`src/rtl/smf_pkg.sv`:
```
`timescale 1ns / 1ps

package smf_pkg;

    localparam int WINDOW_LEN  = 5;
    localparam int CENTRE_IDX  = WINDOW_LEN / 2;
    localparam int FILL_W      = $clog2(WINDOW_LEN + 1);
    localparam int RANK_W      = $clog2(WINDOW_LEN);
    localparam int QUEUE_DEPTH = 2;
    localparam int QPTR_W      = (QUEUE_DEPTH > 1) ? $clog2(QUEUE_DEPTH) : 1;
    localparam int QCNT_W      = $clog2(QUEUE_DEPTH + 1);

    typedef logic signed [31:0] value_t;
    typedef logic        [31:0] stamp_t;
    typedef logic        [31:0] count_t;

    typedef struct packed {
        value_t sample_value;
        stamp_t sample_time;
        logic   end_of_series;
    } sample_t;

    typedef struct packed {
        value_t median_value;
        stamp_t centre_time;
        count_t result_count;
    } result_t;

    // one full window handed from the front to the back
    typedef struct packed {
        value_t [WINDOW_LEN-1:0] values;
        stamp_t                  centre_time;
        count_t                  result_count;
    } job_t;

    // precedes[i][j]: entry j sorts ahead of entry i (ties broken by position)
    typedef logic [WINDOW_LEN-1:0][WINDOW_LEN-1:0] order_t;

endpackage

```
`src/rtl/sliding_median_filter_unit.sv`:
```
`timescale 1ns / 1ps
// channel   direction  handshake            payload
// sample    in         push / full          sample_t (value, time, end of series)
// result    out        empty / pop          result_t (median, centre time, count)
//
// One sample per clock sustained while full stays low; a result reaches the ports
// through the queue entry written at the transfer, the pair-compare stage and
// the rank/select into the result register.
// Reset clears window fill level, result count, queue and pipeline valids.
// A two-entry queue separates the window front from the median pipeline;
// full rises only when that queue is full and the pipeline is stalled by a low pop.

module sliding_median_filter_unit
    import smf_pkg::*;
(
    input  logic    clk,
    input  logic    rst_n,
    input  logic    push,
    output logic    full,
    input  sample_t sample,
    output logic    empty,
    input  logic    pop,
    output result_t result
);

    logic accept;
    logic job_push;
    job_t new_job;
    job_t head_job;
    logic q_empty;
    logic job_pop;

    assign accept = push && !full;

    smf_front u_front (
        .clk      (clk),
        .rst_n    (rst_n),
        .accept   (accept),
        .sample   (sample),
        .job_push (job_push),
        .job      (new_job)
    );

    smf_queue u_queue (
        .clk      (clk),
        .rst_n    (rst_n),
        .push     (job_push),
        .push_job (new_job),
        .pop      (job_pop),
        .full     (full),
        .empty    (q_empty),
        .head     (head_job)
    );

    smf_back u_back (
        .clk       (clk),
        .rst_n     (rst_n),
        .job_valid (!q_empty),
        .job       (head_job),
        .job_pop   (job_pop),
        .pop       (pop),
        .empty     (empty),
        .result    (result)
    );

endmodule

```
`src/rtl/smf_front.sv`:
```
`timescale 1ns / 1ps

module smf_front
    import smf_pkg::*;
(
    input  logic    clk,
    input  logic    rst_n,
    input  logic    accept,
    input  sample_t sample,
    output logic    job_push,
    output job_t    job
);

    value_t [WINDOW_LEN-1:0] value_win_reg, value_win_next;
    stamp_t [WINDOW_LEN-1:0] time_win_reg, time_win_next;
    logic   [FILL_W-1:0]     fill_reg, fill_next;
    count_t                  count_reg, count_next;
    count_t                  count_inc;
    logic                    window_full;
    logic                    window_ready;

    // window shifts on every accepted sample; newest entry sits at the top index
    always_comb
    begin
        for (int i = 0; i < WINDOW_LEN - 1; i++)
        begin
            value_win_next[i] = value_win_reg[i+1];
            time_win_next[i]  = time_win_reg[i+1];
        end
        value_win_next[WINDOW_LEN-1] = sample.sample_value;
        time_win_next[WINDOW_LEN-1]  = sample.sample_time;
    end

    // the window is complete once this transfer lands in it
    assign window_full  = (fill_reg == FILL_W'(WINDOW_LEN));
    assign window_ready = (fill_reg >= FILL_W'(WINDOW_LEN - 1));
    assign count_inc    = count_reg + 32'd1;
    assign job_push     = accept && window_ready;

    always_comb
    begin
        fill_next  = fill_reg;
        count_next = count_reg;
        if (accept)
        begin
            if (!window_full)
                fill_next = fill_reg + FILL_W'(1);
            if (window_ready)
                count_next = count_inc;
            // flagged sample still yields its result, then the series clears
            if (sample.end_of_series)
            begin
                fill_next  = '0;
                count_next = '0;
            end
        end
    end

    assign job.values       = value_win_next;
    assign job.centre_time  = time_win_next[CENTRE_IDX];
    assign job.result_count = count_inc;

    always_ff @(posedge clk or negedge rst_n)
    begin
        if (!rst_n)
        begin
            fill_reg  <= '0;
            count_reg <= '0;
        end
        else
        begin
            fill_reg  <= fill_next;
            count_reg <= count_next;
        end
    end

    always_ff @(posedge clk)
    begin
        if (accept)
        begin
            value_win_reg <= value_win_next;
            time_win_reg  <= time_win_next;
        end
    end

    a_fill_bound: assert property (@(posedge clk) disable iff (!rst_n)
        fill_reg <= FILL_W'(WINDOW_LEN))
        else $error("window fill level beyond window length");

    a_eos_clears: assert property (@(posedge clk) disable iff (!rst_n)
        accept && sample.end_of_series |=> fill_reg == '0 && count_reg == '0)
        else $error("end of series did not clear the window");

endmodule

```
`src/rtl/smf_queue.sv`:
```
`timescale 1ns / 1ps

module smf_queue
    import smf_pkg::*;
(
    input  logic clk,
    input  logic rst_n,
    input  logic push,
    input  job_t push_job,
    input  logic pop,
    output logic full,
    output logic empty,
    output job_t head
);

    job_t              mem_reg [QUEUE_DEPTH];
    logic [QPTR_W-1:0] wr_ptr_reg, wr_ptr_next;
    logic [QPTR_W-1:0] rd_ptr_reg, rd_ptr_next;
    logic [QCNT_W-1:0] cnt_reg, cnt_next;
    logic              do_push, do_pop;

    assign full    = (cnt_reg == QCNT_W'(QUEUE_DEPTH));
    assign empty   = (cnt_reg == '0);
    assign do_push = push && !full;
    assign do_pop  = pop && !empty;
    assign head    = mem_reg[rd_ptr_reg];

    always_comb
    begin
        wr_ptr_next = wr_ptr_reg;
        rd_ptr_next = rd_ptr_reg;
        cnt_next    = cnt_reg;
        if (do_push)
            wr_ptr_next = (wr_ptr_reg == QPTR_W'(QUEUE_DEPTH - 1)) ? '0
                                                                   : wr_ptr_reg + QPTR_W'(1);
        if (do_pop)
            rd_ptr_next = (rd_ptr_reg == QPTR_W'(QUEUE_DEPTH - 1)) ? '0
                                                                   : rd_ptr_reg + QPTR_W'(1);
        if (do_push && !do_pop)
            cnt_next = cnt_reg + QCNT_W'(1);
        else if (do_pop && !do_push)
            cnt_next = cnt_reg - QCNT_W'(1);
    end

    always_ff @(posedge clk or negedge rst_n)
    begin
        if (!rst_n)
        begin
            wr_ptr_reg <= '0;
            rd_ptr_reg <= '0;
            cnt_reg    <= '0;
        end
        else
        begin
            wr_ptr_reg <= wr_ptr_next;
            rd_ptr_reg <= rd_ptr_next;
            cnt_reg    <= cnt_next;
        end
    end

    always_ff @(posedge clk)
    begin
        if (do_push)
            mem_reg[wr_ptr_reg] <= push_job;
    end

    a_cnt_bound: assert property (@(posedge clk) disable iff (!rst_n)
        cnt_reg <= QCNT_W'(QUEUE_DEPTH))
        else $error("queue occupancy beyond depth");

    a_no_overflow: assert property (@(posedge clk) disable iff (!rst_n)
        push |-> !full)
        else $error("transfer pushed into a full queue");

endmodule

```
`src/rtl/smf_back.sv`:
```
`timescale 1ns / 1ps

module smf_back
    import smf_pkg::*;
(
    input  logic    clk,
    input  logic    rst_n,
    input  logic    job_valid,
    input  job_t    job,
    output logic    job_pop,
    input  logic    pop,
    output logic    empty,
    output result_t result
);

    // stage 1: pairwise order matrix
    logic                    s1_valid_reg;
    value_t [WINDOW_LEN-1:0] s1_values_reg;
    order_t                  s1_order_reg, s1_order_next;
    stamp_t                  s1_time_reg;
    count_t                  s1_count_reg;

    // stage 2: result register
    logic    out_valid_reg;
    result_t out_reg, out_next;

    logic                  out_load, s1_load;
    logic [WINDOW_LEN-1:0] sel;
    logic [RANK_W-1:0]     rank [WINDOW_LEN];
    value_t                median;

    assign out_load = s1_valid_reg && (!out_valid_reg || pop);
    assign s1_load  = !s1_valid_reg || out_load;
    assign job_pop  = job_valid && s1_load;

    always_comb
    begin
        for (int i = 0; i < WINDOW_LEN; i++)
        begin
            for (int j = 0; j < WINDOW_LEN; j++)
            begin
                if (j == i)
                    s1_order_next[i][j] = 1'b0;
                else if (j < i)
                    s1_order_next[i][j] = (job.values[j] <= job.values[i]);
                else
                    s1_order_next[i][j] = (job.values[j] < job.values[i]);
            end
        end
    end

    // rank of each entry; exactly one entry holds the centre rank
    always_comb
    begin
        median = '0;
        for (int i = 0; i < WINDOW_LEN; i++)
        begin
            rank[i] = '0;
            for (int j = 0; j < WINDOW_LEN; j++)
                rank[i] = rank[i] + RANK_W'(s1_order_reg[i][j]);
            sel[i] = (rank[i] == RANK_W'(CENTRE_IDX));
            if (sel[i])
                median = median | s1_values_reg[i];
        end
    end

    always_comb
    begin
        out_next.median_value = median;
        out_next.centre_time  = s1_time_reg;
        out_next.result_count = s1_count_reg;
    end

    always_ff @(posedge clk or negedge rst_n)
    begin
        if (!rst_n)
        begin
            s1_valid_reg  <= 1'b0;
            out_valid_reg <= 1'b0;
        end
        else
        begin
            if (s1_load)
                s1_valid_reg <= job_valid;
            if (out_load)
                out_valid_reg <= 1'b1;
            else if (pop)
                out_valid_reg <= 1'b0;
        end
    end

    always_ff @(posedge clk)
    begin
        if (job_pop)
        begin
            s1_values_reg <= job.values;
            s1_order_reg  <= s1_order_next;
            s1_time_reg   <= job.centre_time;
            s1_count_reg  <= job.result_count;
        end
        if (out_load)
            out_reg <= out_next;
    end

    assign empty  = !out_valid_reg;
    assign result = out_reg;

    a_one_median: assert property (@(posedge clk) disable iff (!rst_n)
        s1_valid_reg |-> $onehot(sel))
        else $error("median select is not one-hot");

    a_result_held: assert property (@(posedge clk) disable iff (!rst_n)
        out_valid_reg && !pop |=> out_valid_reg && $stable(out_reg))
        else $error("waiting result changed before transfer");

endmodule

```
`config.mk`:
```
export PLATFORM = sky130hd
export DESIGN_NAME = sliding_median_filter_unit
export DESIGN_NICKNAME = d
export VERILOG_FILES = /design/src/rtl/smf_pkg.sv /design/src/rtl/sliding_median_filter_unit.sv /design/src/rtl/smf_front.sv /design/src/rtl/smf_queue.sv /design/src/rtl/smf_back.sv
export SDC_FILE = /design/constraint.sdc
export NUM_CORES = 1
export LEC_CHECK = 0
export BUFFER_PORTS_ARGS = -buffer_cell sky130_fd_sc_hd__buf_2
export CORE_ASPECT_RATIO = 1.25
export CORE_MARGIN = 2
export CORE_UTILIZATION = 40
export CTS_BUF_LIST = sky130_fd_sc_hd__clkbuf_16
export DETAILED_ROUTE_END_ITERATION = 7
export GPL_ROUTABILITY_DRIVEN = 0
export GPL_TIMING_DRIVEN = 0
export PLACE_DENSITY = 0.52
export SYNTH_ARGS = -nofsm -noshare
export SYNTH_HDL_FRONTEND = slang
export SYNTH_HIERARCHICAL = 1
export SYNTH_SLANG_ARGS = --single-unit
```
`constraint.sdc`:
```
create_clock -name clk -period 35.1 [get_ports clk]
set_clock_uncertainty 0.1 [all_clocks]
set_input_delay 7.02 -clock clk [delete_from_list [all_inputs] [get_ports clk]]
set_output_delay 7.02 -clock clk [all_outputs]
set_load 0.03 [all_outputs]
```
==> flow_summary.rst <==
.. list-table::
   :header-rows: 1

   * - Metric
     - Value
   * - Outcome
     - completed
   * - TritonCTS clock tree
     - built
   * - Number of max-cap violations
     - 0
   * - Highest Clock Rate
     - 98.5 MHz
   * - Worst path max stage delay
     - 580 ps
   * - 1st-pass router iterations
     - 7
   * - Final number of setup-violating endpoints
     - 0
   * - Area added between synthesis and finish
     - 14.8%
   * - Kind of start point of the critical path
     - input port
   * - Worst endpoint data arrival time
     - 10390 ps
   * - Worst Path Max Fanout
     - 57
   * - CTS H-tree lvls
     - 3
   * - Power per unit of standard cell area
     - 92.3 nW/um^2
   * - EDFF count, synth
     - 980
   * - Total via count in the routed design
     - 24000
   * - Aggregate routed wire length
     - 105 mm
   * - Primary FF master, synth
     - sky130_fd_sc_hd__edfxtp_1
   * - Buffer levels on the longest clock path
     - 3
   * - Post-CTS setup repair buffer count
     - 0
   * - Worst slew margin relative to its limit
     - 1.68%
   * - Share of cells above drive strength 1
     - 22.7%
   * - Critical path capture point type
     - flop
   * - Standard-cell rows
     - 136
   * - Sum of negative setup slack
     - 0 ps
   * - Least-Margin Pin Slew
     - 1470 ps
   * - Hold/Removal Path Class
     - flop to flop
   * - Core region area
     - 110000 sq um
   * - Via count of the first global-routing pass
     - 25300
   * - Number of antenna violations at the first check in global routing
     - 12
   * - Number of synthesis warnings
     - 6
   * - Vias per inst
     - 5.32
   * - Synthesized net count
     - 3092
   * - Setup repair after global routing missed its margin
     - no
   * - Number of flip-flops under the largest register name
     - 448
   * - Final critical delay including setup and external delays
     - 10160 ps
   * - Post-detailed-route DRC marker count
     - 0
   * - Die X
     - 302 microns
   * - Clk Tree Root Cell
     - sky130_fd_sc_hd__clkbuf_16
   * - Overall die height
     - 377 microns
   * - CP Cell Sequence
     - buf_2 -> nor2b_4 -> buf_12 -> buf_12 -> clkbuf_1 -> and2_1 -> and3_4 -> buf_12 -> buf_16 -> buf_16
   * - Share of flip-flops with an asynchronous set or reset after synthesis
     - 4.02%
   * - Max-slew violations
     - 0
   * - Final-layout fill cell count
     - 9507
   * - TritonCTS Buffers
     - 100
   * - Post-layout power
     - 0.00471 W
   * - # hold bufs at CTS
     - 0
   * - Critical path buffer and inverter count
     - 7
   * - Post-synth design cell area
     - 44500 sq um
   * - Estimated wirelength of the detail-placed design
     - 74.7 mm
   * - Global-route usage over all layers
     - 18.5%
   * - Required time of the critical path
     - 35340 ps
   * - Die outline area
     - 114000 sq um
   * - Slowest stage cell on the critical path
     - sky130_fd_sc_hd__nor2b_4
   * - Critical setup path kind
     - input port to flop
   * - Latest clock arrival within the worst-skew pair
     - 690 ps
   * - Residual overflow from global routing
     - 0
   * - Number of nets in the final layout
     - 3391
   * - Average instance area after synthesis
     - 16.6 sq um
   * - Wire length of the first global-routing pass
     - 157 mm
   * - Worst supply voltage drop on vdd
     - 0.0640 mV
   * - Sequential-to-total area share from yosys stat
     - 68.4%
   * - Final hold violations
     - 0
   * - Antenna Violating Nets Remaining
     - 0
   * - Cell type with the highest occurrence count on the critical path
     - sky130_fd_sc_hd__buf_12
   * - Largest net degree at the start of global routing
     - 58
   * - Num Clock Sinks
     - 1021
   * - Reg clk slew, reported paths
     - 60 ps
   * - Static Leakage
     - 19.8 nW
   * - Number of I/O pins
     - 167
   * - Number of design-rule violations left by the first detailed-router iteration
     - 1543
   * - Flip-flop and latch count after synthesis
     - 1021
   * - Final period utilization
     - 28.9%
   * - # port buffers
     - 166
   * - Effective utilization at floorplan
     - 40.4%
   * - Count of cell types in the netlist
     - 62
   * - Wire length per cell
     - 23.2 microns
   * - Post-Synthesis Cells
     - 2684
   * - CP delay by family, top
     - buffers and inverters
   * - Setup WS post-layout
     - 24940 ps
   * - Post-place setup slack
     - 24120 ps
   * - Count of instances resized after the clock tree is built
     - 0
==> synthesized netlist by cell type (10+ instances only) <==
library cell	number	area, sq um
sky130_fd_sc_hd__buf_4	65	488
sky130_fd_sc_hd__mux2_4	150	2250
sky130_fd_sc_hd__nor4_1	12	75.1
sky130_fd_sc_hd__mux2_2	84	946
sky130_fd_sc_hd__buf_6	19	214
sky130_fd_sc_hd__nand2_1	106	398
sky130_fd_sc_hd__nand4_1	89	557
sky130_fd_sc_hd__o21ai_0	41	205
sky130_fd_sc_hd__a31oi_1	14	87.6
sky130_fd_sc_hd__a22oi_1	32	240
sky130_fd_sc_hd__nor2b_1	12	75.1
sky130_fd_sc_hd__xnor2_1	25	219
sky130_fd_sc_hd__buf_2	19	95.1
sky130_fd_sc_hd__inv_1	148	556
sky130_fd_sc_hd__a21boi_0	11	82.6
sky130_fd_sc_hd__o2111ai_1	10	87.6
sky130_fd_sc_hd__nor3_1	15	75.1
sky130_fd_sc_hd__ha_1	334	4180
sky130_fd_sc_hd__a21oi_1	118	591
sky130_fd_sc_hd__dfrtp_1	41	1030
sky130_fd_sc_hd__xor2_1	10	87.6
sky130_fd_sc_hd__a21o_1	66	495
sky130_fd_sc_hd__mux2i_1	10	100
sky130_fd_sc_hd__clkbuf_1	25	93.8
sky130_fd_sc_hd__a211oi_1	20	150
sky130_fd_sc_hd__nor2_1	36	135
sky130_fd_sc_hd__o41ai_1	10	87.6
sky130_fd_sc_hd__edfxtp_1	980	29400
sky130_fd_sc_hd__nand3_1	55	275
sky130_fd_sc_hd__o211ai_1	10	75.1
sky130_fd_sc_hd__a222oi_1	32	320
==> kinds of logic after synthesis <==
family          Yosys count  synth area share [%]
flops                  1021                  68.4
fa+ha+maj               339                  9.62
xor+xnor                 35                 0.689
mux                     244                  7.41
compound gates          400                  6.12
buf+inv                 277                  3.26
simple gates            368                  4.47
==> report_power, final <==
part / switching [W] / internal [W]
Combinational: 0.00119 / 0.000623
Clock: 0.000460 / 0.000590
Sequential: 0.0000874 / 0.00177
Total: 0.00173 / 0.00298
==> placed cells by master (no fill, tap or decap), types with 12 or more instances in the layout <==
cell                        netlist  routed
sky130_fd_sc_hd__edfxtp_1       980     980
sky130_fd_sc_hd__ha_1           334     334
sky130_fd_sc_hd__buf_2           19     185
sky130_fd_sc_hd__inv_1          148     165
sky130_fd_sc_hd__mux2_4         150     150
sky130_fd_sc_hd__a21oi_1        118     118
sky130_fd_sc_hd__nand2_1        106     106
sky130_fd_sc_hd__clkbuf_16        0     102
sky130_fd_sc_hd__nand4_1         89      89
sky130_fd_sc_hd__mux2_2          84      84
sky130_fd_sc_hd__a21o_1          66      66
sky130_fd_sc_hd__buf_4           65      65
sky130_fd_sc_hd__nand3_1         55      55
sky130_fd_sc_hd__o21ai_0         41      41
sky130_fd_sc_hd__dfrtp_1         41      41
sky130_fd_sc_hd__nor2_1          36      35
sky130_fd_sc_hd__a222oi_1        32      32
sky130_fd_sc_hd__a22oi_1         32      32
sky130_fd_sc_hd__clkinv_1         0      27
sky130_fd_sc_hd__clkbuf_1        25      25
sky130_fd_sc_hd__xnor2_1         25      25
sky130_fd_sc_hd__buf_12           0      23
sky130_fd_sc_hd__a211oi_1        20      20
sky130_fd_sc_hd__buf_6           19      19
sky130_fd_sc_hd__nor3_1          15      15
sky130_fd_sc_hd__a31oi_1         14      14
sky130_fd_sc_hd__nor4_1          12      12
sky130_fd_sc_hd__nor2b_1         12      12
==> area by class of cell <==
class                   instances  area, sq um  share of cell area (%)
well taps                    1449         1810                    3.55
clock inverters                82          677                    1.33
repair buffers                197         1510                    2.96
inverters                     148          556                    1.09
multi-input cells            1386        12600                    24.7
plain buffers                 129          896                    1.75
clock buffers                 102         2550                    5.00
flip-flops and latches       1021        30500                    59.6
diodes                          2         5.00                 0.00980
==> per-stage QoR <==
step,utilization [%],hold slack [ps],area (sq um),instances
after floorplan,-,300,44500,2684
after global placement,42.8,301,47100,4299
after detailed placement,43.5,305,47900,4330
after CTS,46.4,318,51100,4514
after global routing,46.4,318,51100,4516
final,46.4,316,51100,4516
==> worst paths after layout <==
check	from	endpoint	slack (ps)	cells past startpoint
min in group asynchronous	rst_n	u_front/count_reg[8]$_DFFE_PN0P_	6410	1
worst max register to register	u_queue/cnt_reg[0]$_DFFE_PN0P_	u_queue/mem_reg[1][157]$_DFFE_PP_	30590	11
worst min-delay path	u_back/s1_time_reg[5]$_DFFE_PP_	u_back/result[37]$_DFFE_PP_	320	0
worst min register to register	u_back/s1_time_reg[5]$_DFFE_PP_	u_back/result[37]$_DFFE_PP_	320	0
max in group asynchronous	rst_n	u_front/fill_reg[2]$_DFFE_PN0P_	27850	1
worst max-delay path	push	u_queue/mem_reg[1][157]$_DFFE_PP_	24940	10
==> per-layer routing <==
layer,GRT usage (%),wire length (microns),vias to the layer above
met5,0,79,-
met2,32.6,53800,522
met1,22.7,43200,12200
li1,-,-,11100
met4,6.78,3220,12
met3,2.97,4480,185
No activity file was read; power rests on OpenSTA's default activity.
